File: src/hdl/tes_pkg.sv
// Shared types and codes for the timed event sequencer.
package tes_pkg;

    localparam logic OP_LOAD = 1'b0;
    localparam logic OP_STEP = 1'b1;

    localparam logic [2:0] KIND_OPEN        = 3'd0;
    localparam logic [2:0] KIND_CLOSE       = 3'd1;
    localparam logic [2:0] KIND_SPEED       = 3'd2;
    localparam logic [2:0] KIND_SPEED_OPEN  = 3'd3;
    localparam logic [2:0] KIND_SPEED_CLOSE = 3'd4;

    typedef struct packed {
        logic [31:0] tstamp;
        logic [2:0]  kind;
        logic [15:0] speed;
    } t_entry;

    typedef struct packed {
        logic load;
        logic start_step;
        logic read_next;
        logic finish;
    } t_dp_cmd;

    typedef struct packed {
        logic out_free;
    } t_dp_status;

endpackage

File: src/hdl/timed_event_sequencer.sv
// Top level of the timed event sequencer.
//
// Input channel (i_in_valid / o_in_ready) carries one beat per item: a load
// (i_op = 0) appends an event to the table, i_load_first first empties the
// table and rewinds the step pointer; a step (i_op = 1) plays the event under
// the step pointer. Output channel (o_out_valid / i_out_ready) returns one
// result beat per item.
// A load answers on the cycle after acceptance. A step reads the entry under
// the pointer, then the following entry, then fills the result stage.
// Throughput: one load per cycle while results are taken; no new item is
// taken until a step's result is registered (two sequential memory reads).
// A load is taken only when the result register is free or drains in the
// same cycle; a step is taken anyway and holds in its last stage until the
// result register frees up, so a stalled receiver stops the input side.
// Reset clears the event count, the step pointer and the output valid; the
// event memory keeps whatever it held; reads past the event count go unused.
module timed_event_sequencer
    import tes_pkg::*;
#(
    parameter int MAX_EVENTS = 64
) (
    input  logic        i_clk,
    input  logic        i_rst_n,
    input  logic        i_in_valid,
    output logic        o_in_ready,
    input  logic        i_op,
    input  logic        i_load_first,
    input  logic [31:0] i_event_time_ms,
    input  logic [2:0]  i_event_kind,
    input  logic [15:0] i_event_speed,
    output logic        o_out_valid,
    input  logic        i_out_ready,
    output logic        o_status,
    output logic        o_go_home,
    output logic        o_valve_open,
    output logic        o_valve_close,
    output logic        o_speed_valid,
    output logic [15:0] o_speed_value,
    output logic [31:0] o_wait_ms
);

    t_dp_cmd    cmd;
    t_dp_status st;

    tes_ctrl u_ctrl (
        .i_clk      (i_clk),
        .i_rst_n    (i_rst_n),
        .i_in_valid (i_in_valid),
        .i_op       (i_op),
        .i_st       (st),
        .o_in_ready (o_in_ready),
        .o_cmd      (cmd)
    );

    tes_dp #(
        .MAX_EVENTS (MAX_EVENTS)
    ) u_dp (
        .i_clk           (i_clk),
        .i_rst_n         (i_rst_n),
        .i_cmd           (cmd),
        .o_st            (st),
        .i_load_first    (i_load_first),
        .i_event_time_ms (i_event_time_ms),
        .i_event_kind    (i_event_kind),
        .i_event_speed   (i_event_speed),
        .o_out_valid     (o_out_valid),
        .i_out_ready     (i_out_ready),
        .o_status        (o_status),
        .o_go_home       (o_go_home),
        .o_valve_open    (o_valve_open),
        .o_valve_close   (o_valve_close),
        .o_speed_valid   (o_speed_valid),
        .o_speed_value   (o_speed_value),
        .o_wait_ms       (o_wait_ms)
    );

endmodule

File: src/hdl/tes_ctrl.sv
// Controller state machine for the timed event sequencer.
module tes_ctrl
    import tes_pkg::*;
(
    input  logic       i_clk,
    input  logic       i_rst_n,
    input  logic       i_in_valid,
    input  logic       i_op,
    input  t_dp_status i_st,
    output logic       o_in_ready,
    output t_dp_cmd    o_cmd
);

    typedef enum logic [1:0] {
        S_IDLE,
        S_READ_NEXT,
        S_FINISH
    } t_state;

    t_state r_state;
    t_state n_state;
    logic   accept;

    // A load answers at once, so it needs the output slot free now.
    always_comb begin
        o_in_ready = (r_state == S_IDLE) && ((i_op == OP_STEP) || i_st.out_free);
        accept     = i_in_valid && o_in_ready;

        o_cmd.load       = accept && (i_op == OP_LOAD);
        o_cmd.start_step = accept && (i_op == OP_STEP);
        o_cmd.read_next  = (r_state == S_READ_NEXT);
        o_cmd.finish     = (r_state == S_FINISH) && i_st.out_free;

        n_state = r_state;
        unique case (r_state)
            S_IDLE: begin
                if (o_cmd.start_step) n_state = S_READ_NEXT;
            end
            S_READ_NEXT: begin
                n_state = S_FINISH;
            end
            S_FINISH: begin
                if (i_st.out_free) n_state = S_IDLE;
            end
            default: n_state = S_IDLE;
        endcase
    end

    always_ff @(posedge i_clk) begin
        if (!i_rst_n) begin
            r_state <= S_IDLE;
        end else begin
            r_state <= n_state;
        end
    end

endmodule

File: src/hdl/tes_dp.sv
// Datapath of the timed event sequencer: event memory, pointers, result register.
module tes_dp
    import tes_pkg::*;
#(
    parameter int MAX_EVENTS = 64
) (
    input  logic        i_clk,
    input  logic        i_rst_n,
    input  t_dp_cmd     i_cmd,
    output t_dp_status  o_st,
    input  logic        i_load_first,
    input  logic [31:0] i_event_time_ms,
    input  logic [2:0]  i_event_kind,
    input  logic [15:0] i_event_speed,
    output logic        o_out_valid,
    input  logic        i_out_ready,
    output logic        o_status,
    output logic        o_go_home,
    output logic        o_valve_open,
    output logic        o_valve_close,
    output logic        o_speed_valid,
    output logic [15:0] o_speed_value,
    output logic [31:0] o_wait_ms
);

    localparam int IW = $clog2(MAX_EVENTS);
    localparam int CW = $clog2(MAX_EVENTS + 1);

    t_entry          mem [MAX_EVENTS];
    t_entry          r_rd;
    t_entry          r_e0;
    logic [CW-1:0]   r_count;
    logic [CW-1:0]   r_step;
    logic [IW-1:0]   r_s;
    logic            r_home;
    logic            r_empty;
    logic            r_out_valid;

    logic            fits;
    logic [IW-1:0]   wr_idx;
    logic            wrap;
    logic            empty;
    logic [IW-1:0]   s_start;
    logic [IW-1:0]   rd_addr;
    logic [CW-1:0]   s_plus1;
    logic            ok;
    logic            vopen;
    logic            vclose;
    logic            svalid;

    assign o_st.out_free = !r_out_valid || i_out_ready;
    assign o_out_valid   = r_out_valid;

    always_comb begin
        fits    = i_load_first || (r_count < CW'(MAX_EVENTS));
        wr_idx  = i_load_first ? '0 : r_count[IW-1:0];
        empty   = (r_count == '0);
        wrap    = (r_step >= r_count);
        s_start = wrap ? '0 : r_step[IW-1:0];
        s_plus1 = CW'(r_s) + CW'(1);
        // Second read fetches the following entry for the time difference.
        rd_addr = i_cmd.read_next ? IW'(s_plus1) : s_start;

        ok     = 1'b1;
        vopen  = 1'b0;
        vclose = 1'b0;
        svalid = 1'b0;
        unique case (r_e0.kind)
            KIND_OPEN:        vopen = 1'b1;
            KIND_CLOSE:       vclose = 1'b1;
            KIND_SPEED:       svalid = 1'b1;
            KIND_SPEED_OPEN:  begin svalid = 1'b1; vopen = 1'b1; end
            KIND_SPEED_CLOSE: begin svalid = 1'b1; vclose = 1'b1; end
            default:          ok = 1'b0;
        endcase
    end

    always_ff @(posedge i_clk) begin
        if (i_cmd.load && fits) begin
            mem[wr_idx] <= '{tstamp: i_event_time_ms, kind: i_event_kind,
                             speed: i_event_speed};
        end
        // Hold the following entry while the result waits for the receiver.
        if (i_cmd.start_step || i_cmd.read_next) begin
            r_rd <= mem[rd_addr];
        end
    end

    // Step context and result payload: no reset needed.
    always_ff @(posedge i_clk) begin
        if (i_cmd.start_step) begin
            r_s     <= s_start;
            r_home  <= wrap && !empty;
            r_empty <= empty;
        end
        if (i_cmd.read_next) begin
            r_e0 <= r_rd;
        end
        if (i_cmd.load) begin
            o_status      <= !fits;
            o_go_home     <= 1'b0;
            o_valve_open  <= 1'b0;
            o_valve_close <= 1'b0;
            o_speed_valid <= 1'b0;
            o_speed_value <= '0;
            o_wait_ms     <= '0;
        end else if (i_cmd.finish) begin
            if (r_empty) begin
                o_status      <= 1'b1;
                o_go_home     <= 1'b0;
                o_valve_open  <= 1'b0;
                o_valve_close <= 1'b0;
                o_speed_valid <= 1'b0;
                o_speed_value <= '0;
                o_wait_ms     <= '0;
            end else begin
                o_status      <= !ok;
                o_go_home     <= r_home;
                o_valve_open  <= vopen;
                o_valve_close <= vclose;
                o_speed_valid <= svalid;
                o_speed_value <= svalid ? r_e0.speed : '0;
                o_wait_ms     <= (ok && (s_plus1 < r_count)) ?
                                 (r_rd.tstamp - r_e0.tstamp) : '0;
            end
        end
    end

    always_ff @(posedge i_clk) begin
        if (!i_rst_n) begin
            r_count     <= '0;
            r_step      <= '0;
            r_out_valid <= 1'b0;
        end else begin
            if (i_cmd.load) begin
                if (i_load_first) begin
                    r_count <= CW'(1);
                    r_step  <= '0;
                end else if (fits) begin
                    r_count <= r_count + CW'(1);
                end
            end
            if (i_cmd.finish && !r_empty) begin
                // Hold the pointer on a bad kind; a wrap stays done.
                r_step <= ok ? s_plus1 : CW'(r_s);
            end
            if (i_cmd.load || i_cmd.finish) begin
                r_out_valid <= 1'b1;
            end else if (i_out_ready) begin
                r_out_valid <= 1'b0;
            end
        end
    end

endmodule

File: config.mk
export PLATFORM = sky130hd
export DESIGN_NAME = timed_event_sequencer
export DESIGN_NICKNAME = d
export VERILOG_FILES = /design/src/hdl/tes_pkg.sv /design/src/hdl/timed_event_sequencer.sv /design/src/hdl/tes_ctrl.sv /design/src/hdl/tes_dp.sv
export SDC_FILE = /design/constraint.sdc
export NUM_CORES = 2
export LEC_CHECK = 0
export ABC_CLOCK_PERIOD_IN_PS = 10000
export BUFFER_PORTS_ARGS = -buffer_cell sky130_fd_sc_hd__buf_2
export CAP_MARGIN = 25
export CORE_MARGIN = 8
export CORE_UTILIZATION = 55
export DETAILED_ROUTE_END_ITERATION = 8
export GPL_ROUTABILITY_DRIVEN = 0
export HOLD_SLACK_MARGIN = 0.08
export PLACE_DENSITY = 0.71
export SYNTH_ARGS = -nofsm -noshare
export SYNTH_HDL_FRONTEND = slang
export SYNTH_SLANG_ARGS = --single-unit
File: constraint.sdc
create_clock -name i_clk -period 10 [get_ports i_clk]
set_clock_uncertainty 0.1 [all_clocks]
set_input_delay 0.5 -clock i_clk [delete_from_list [all_inputs] [get_ports i_clk]]
set_output_delay 0.5 -clock i_clk [all_outputs]
set_load 0.02 [all_outputs]
* Word-level counts from Yosys, hierarchy flattened *
Memory sizes are Yosys's and may differ from the RTL's. A register that Yosys moved wholly into a read port is not among the register bits.
Index checks and enable logic that the tools add are counted.

word-level totals
  register bits after elaboration = 129
  memory bits (writable) = 3264
  output and inout bits = 55
  memories kept = 1

cells by class
  $add $sub $neg = 3
  order comparisons = 3
  equality and inequality tests = 8
  mux-type cells = 31
  bitwise gates (word level) = 1
  reduce and logical (&&, ||, !) cells = 34

memories
  memory    depth  bits a word  read ports  clocked after memory_dff  wr ports  RTL line      text
  u_dp.mem  64     51           1           1                         1         tes_dp.sv:29  t_entry mem [MAX_EVENTS];

operator list
  operator                                           number
  two-way mux 32 bit                                 2
  two-way mux 7 bit                                  6
  two-way mux 16 bit                                 2
  subtractor 32 bit                                  1
  two-way mux 6 bit                                  3
  two-way mux 1 bit                                  15
  nonzero test 2 bit                                 5
  logical AND 1 bit                                  9
  adder 6 x 1 -> 7 bit, second input constant        1
  adder 7 x 1 -> 7 bit, second input constant        1
  greater-or-equal comparator 7 bit                  1
  logical NOT 7 bit                                  1
  less-than comparator 7 bit                         1
  less-than comparator 7 bit, second input constant  1
  == test 3 x 2 -> 1 bit, second input constant      2
  case mux 2 bit (3 select lines)                    1
  AND reduction 2 bit                                3
  logical NOT 1 bit                                  5
  logical OR 1 bit                                   5
  OR reduction 5 bit                                 1
  two-way mux 2 bit                                  2
  != test 2 x 1 -> 1 bit, second input constant      2
  OR reduction 2 bit                                 2
  == test 3 x 1 -> 1 bit, second input constant      1
  7 further kinds                                    7

* Depth between registers and ports, before layout *
  depth in word-level cells = 9
  depth in mapped cells = 16

* Modules after synthesis *
Synthesis repeated with hierarchy kept, for this count alone.

unflattened totals
  cell total of the unflattened synthesis = 9110
  area, all modules = 134951.9 um2

by module, submodules not included
  module    instances  cells an instance  area each (um2)  seq. area each (um2)
  tes_dp    1          9098               134838.1         102688.5
  tes_ctrl  1          12                 113.9            40.0

* Worst setup path after synthesis *
Ideal clock, no wire load.

  path type = input to register
  start point = input i_out_ready
  end point = memory u_dp.mem[62][0] (netlist name) (enable)
  data arrival time = 6462 ps
  required time = 9313 ps
  slack = 2852 ps
  cell stages on the path = 6
  path buffers = 1
  path through = nor2b_1 or3_1 clkbuf_1 nor4_1 nand2_1 nor4_1

on the way
  cells in the longest elaborated chain, start to end = 8

RTL lines
  item                                     RTL line                     text
  start: declaration                       timed_event_sequencer.sv:32  input logic i_out_ready,
  logical OR 1 bit                         tes_dp.sv:51                 assign o_st.out_free = !r_out_valid || i_out_ready;
  logical OR 1 bit                         tes_ctrl.sv:26               o_in_ready = (r_state == S_IDLE) && ((i_op == OP_STEP) || i_st.out_free);
  logical AND 1 bit                        tes_ctrl.sv:26
  logical AND 1 bit                        tes_ctrl.sv:27               accept = i_in_valid && o_in_ready;
  logical AND 1 bit                        tes_ctrl.sv:29               o_cmd.load = accept && (i_op == OP_LOAD);
  logical AND 1 bit                        tes_dp.sv:79                 if (i_cmd.load && fits) begin
  two-way mux 1 bit                        tes_dp.sv:79
  two-way mux 1 bit (not written as such)  tes_dp.sv:80                 mem[wr_idx] <= '{tstamp: i_event_time_ms, kind: i_event_kind,
  end: declaration                         tes_dp.sv:29

No other way between the ends.

* Worst setup path in the final report *
  start point = register u_dp.r_count[3]
  end point = register u_dp.r_rd[0] (netlist name)

on the way
  cells in the longest elaborated chain, start to end = 3

RTL lines
  item                               RTL line       text
  start: declaration                 tes_dp.sv:32   logic [CW-1:0] r_count;
  start signal: assignment           tes_dp.sv:140  r_count <= r_count + CW'(1);
  greater-or-equal comparator 7 bit  tes_dp.sv:58   wrap = (r_step >= r_count);
  two-way mux 6 bit                  tes_dp.sv:59   s_start = wrap ? '0 : r_step[IW-1:0];
  two-way mux 6 bit                  tes_dp.sv:62   rd_addr = i_cmd.read_next ? IW'(s_plus1) : s_start;

No other way between the ends.
A chain may end at the register's enable or synchronous reset.

==> metrics.txt <==
first-pass GRT wire length between 500,000 and 600,000 um; CP arrival about 6.7 ns; Synth-to-Final Area Change 12.3%; Inst Count DP roughly 12,000; Internal approximately 23,000 uW; Synth Area in Compound Gates about 8%; setup TNS 0 ns; DRC Markers 0; Synth Cell Area roughly 130,000 um^2; CTS Root Cell clkbuf_16; CTS tree built; Final Non-Filler Cells 12,600; Final setup viols 0; WL/cell about 32 um; Final min period approximately 6 ns; Psw 6140 uW; max-slew violations 0; Worst R2R End u_dp.r_rd[0]; Core Area between 200,000 and 250,000 um^2; Reg2Reg Depth 13; Gate power share 3.6%; CP Cell Sequence inv_1 -> ha_1 -> and4_1 -> o21ai_2 -> nor2_1 -> o21a_4 -> buf_4 -> buf_4 -> mux2i_1 -> a211oi_1 -> nor4_1 -> nand3_1 -> a211o_1; mux share of post-synthesis cell area around 5.5%; Routed Antenna Nets 0; drt pass-1 iters 7; clk buf depth 4; IO buf count around 110; syn_nets between 9,000 and 10,000; share of cells above drive strength 1 about a tenth; CP max stage cell o21a_4; CP Max Fanout 54; Fin. Hold Viols 0; Setup Crit Path Kind register to register; FMAX about 160 MHz; starting density of the core 55.4%; Post-Syn Area per Cell about 15 um^2; Total GRT Usage 29.8%; Overflow after GRT 0; crit start category register; post-synth top area share between 70 and 80%; H-Tree Depth 5; initial DRC count roughly 14,000; Vias/cell ~6.7; CP most frequent cell buf_4; clk slew on worst S/H paths 0.07 ns; worst slew pin tran about 1.2 ns; fin crit share approximately three fifths; vias in the first global route approximately 80,000; XOR/XNOR share of the synthesized area 0.285%; Worst Setup SP u_dp.r_count[3]; vias ~84,000; clock buffer count from CTS approximately 350; Syn Inst Count roughly 8,900; fin worst setup slack between 3 and 4 ns; io pins about 110; Net Sw Frac between 20% and 30%; final net count 9,255; Most used DFF post-synth edfxtp_1; relative slew slack 20.6%; simple-gate area share of the yosys netlist 7.66%; initial antenna violation count 30; largest net degree at the start of global routing between 150 and 200; synth unique cells 83; num rows roughly 180; area leader, netlist edfxtp_1; dpl ws about 4.2 ns; Worst-Skew Late Latency 0.97 ns; Die Y between 500 and 600 um; CP endpoint u_dp.r_rd[0]; Detail Placement HPWL between 200,000 and 250,000 um; die width 511 um; drt total wl 405,000 um; sequential share of power roughly 54%; share of total power in the clock network a little over two fifths; TritonCTS Sinks between 3,000 and 4,000; die footprint about 260,000 um^2; synth warn 0; Post-Synth Adder-Cell Area less than 1%; R2R setup slack 3.92 ns; Worst Setup End Kind register; main combinational cell family by area after synthesis compound AO/OA/AOI/OAI gates; Seq/Total Area, Yosys between 70% and 80%; number of enable flip-flop cells after synthesis ~3,400; Leak Pwr ~0.054 uW; maximum vdd drop between 0.00015 and 0.0002 V; Worst R2R Start u_dp.r_count[3]; status completed; asr flop ratio synth 0%; max incr delay on CP ~0.90 ns; Worst EP required 10.62 ns; Seq cells post-synth between 3,000 and 4,000; Max-Cap Viols 0; RSZ-0062 raised after global routing false; worst min path class input port to register; P per Cell Area between 150 and 200 nW/um^2; largest cells by area after synthesis edfxtp_1 (75%), mux2i_1 (5.5%), nand2_1 (4.5%), a21oi_1 (2.0%), o22ai_1 (1.5%)
==> cell usage after synthesis, drive strengths merged, types with 47 or more instances <==
library cell	number
a31oi	89
nor3	76
a221oi	72
clkbuf	216
nand3	376
nor2	120
a21oi	529
a211oi	142
ha	47
o21ai	162
buf	311
nor4	87
nand2	1635
inv	58
dfxtp	69
a211o	68
mux2i	745
and2	70
o22ai	313
a32oi	74
edfxtp	3375
==> through the flow <==
step	power, uW	hold slack, ns	utilization, %	instance area [um^2]
after floorplan	16800	0.300	-	135000
after global placement	17200	0.331	57.2	139000
after detailed placement	17300	0.336	57.3	140000
after CTS	29500	0.0961	61.8	150000
after global routing	30200	0.136	62.2	151000
final	29500	0.148	62.2	151000
==> worst max-delay path: cells and delay by family, from the launching register on <==
| family | cells | cell delay [ns] |
|---|---|---|
| buf+inv | 3 | 1.66 |
| simple gates | 4 | 1.44 |
| compound gates | 4 | 1.42 |
| flops | 1 | 0.44 |
| fa+ha+maj | 1 | 0.33 |
| mux | 1 | 0.26 |
==> layer usage <==
| layer | up-vias | part of all wire (%) | track usage [%] |
|---|---|---|---|
| met5 | - | 0.033 | 0 |
| met4 | 22 | 5.4 | 14.0 |
| met3 | 1121 | 14 | 8.92 |
| met2 | 6396 | 44 | 45.1 |
| met1 | 41700 | 36 | 40.0 |
| li1 | 34900 | - | - |
==> logic make-up (layout without fill, tap and decap cells) <==
group | count (synthesis) | count (layout)
other | 0 | 14
buffers and inverters | 585 | 1051
multiplexers | 746 | 746
flip-flops | 3444 | 3444
adder cells (fa/ha/maj) | 48 | 48
XOR/XNOR | 43 | 43
AND/OR/NAND/NOR | 2430 | 2430
AO/OA/AOI/OAI | 1645 | 1645
==> sequential cells by signal (all words and copies together), names as in the netlist, 2 cells and up <==
name and count:
u_dp.r_e0 51, u_dp.o_wait_ms 32, u_dp.r_count 7, u_ctrl.r_state 2, u_dp.r_step 7, u_dp.r_s 6, u_dp.o_speed_value 16, u_dp.r_rd 51
u_dp.mem 3264
==> power by group through the flow <==
stage	clock [uW]	sequential [uW]	combinational [uW]
3_3_place_gp	0	16300	959
2_1_floorplan	0	16200	539
3_5_place_dp	0	16300	996
5_1_grt	13100	16000	1130
6_report	12500	16000	1070
4_1_cts	12500	16000	1010
==> how the worst min path moves through the flow <==
stage / startpoint / endpoint / cells after the start
floorplan: u_dp.r_rd[0] / u_dp.r_e0[0] / 0
global placement: u_dp.o_wait_ms[7] / u_dp.o_wait_ms[7] / 2
detailed placement: u_dp.o_speed_valid / u_dp.o_speed_valid / 1
CTS: i_event_time_ms[5] / u_dp.mem[39][24] / 2
finish: i_event_speed[10] / u_dp.mem[29][10] / 2
global route: i_event_speed[10] / u_dp.mem[29][10] / 2
==> final cells by class <==
class	instances	area [um^2]
inverters	58	218
well taps	3202	4010
flip-flops and latches	3444	103000
clock inverters	187	1600
multi-input cells	4912	30100
fillers	17100	92100
clock buffers	420	9150
diodes	14	35.0
repair buffers	386	3560
==> layout by cell type (no fill, tap or decap), types with 53 or more instances in the layout <==
| cell | instances |
|---|---|
| mux2i_1 | 745 |
| a221oi_1 | 72 |
| clkinv_2 | 57 |
| a21oi_1 | 526 |
| dfxtp_1 | 69 |
| nand3_1 | 371 |
| o21ai_0 | 147 |
| clkbuf_1 | 61 |
| a211oi_1 | 141 |
| clkinv_1 | 83 |
| nor3_1 | 75 |
| nor2_4 | 66 |
| buf_2 | 111 |
| a31oi_1 | 89 |
| and2_1 | 68 |
| inv_1 | 57 |
| nor2_1 | 53 |
| clkbuf_16 | 353 |
| buf_12 | 60 |
| a211o_1 | 68 |
| buf_4 | 162 |
| edfxtp_1 | 3375 |
| a32oi_1 | 73 |
| nor4_1 | 86 |
| nand2_1 | 1627 |
| o22ai_1 | 313 |
==> what timing repair did <==
item,4_1_cts,5_1_grt
hold buffers,16,31
setup buffers,0,0
endpoints found under the setup margin,0,0
resized for setup,0,0
endpoints found under the hold margin,415,1812
Power figures use the tool's default switching activity.
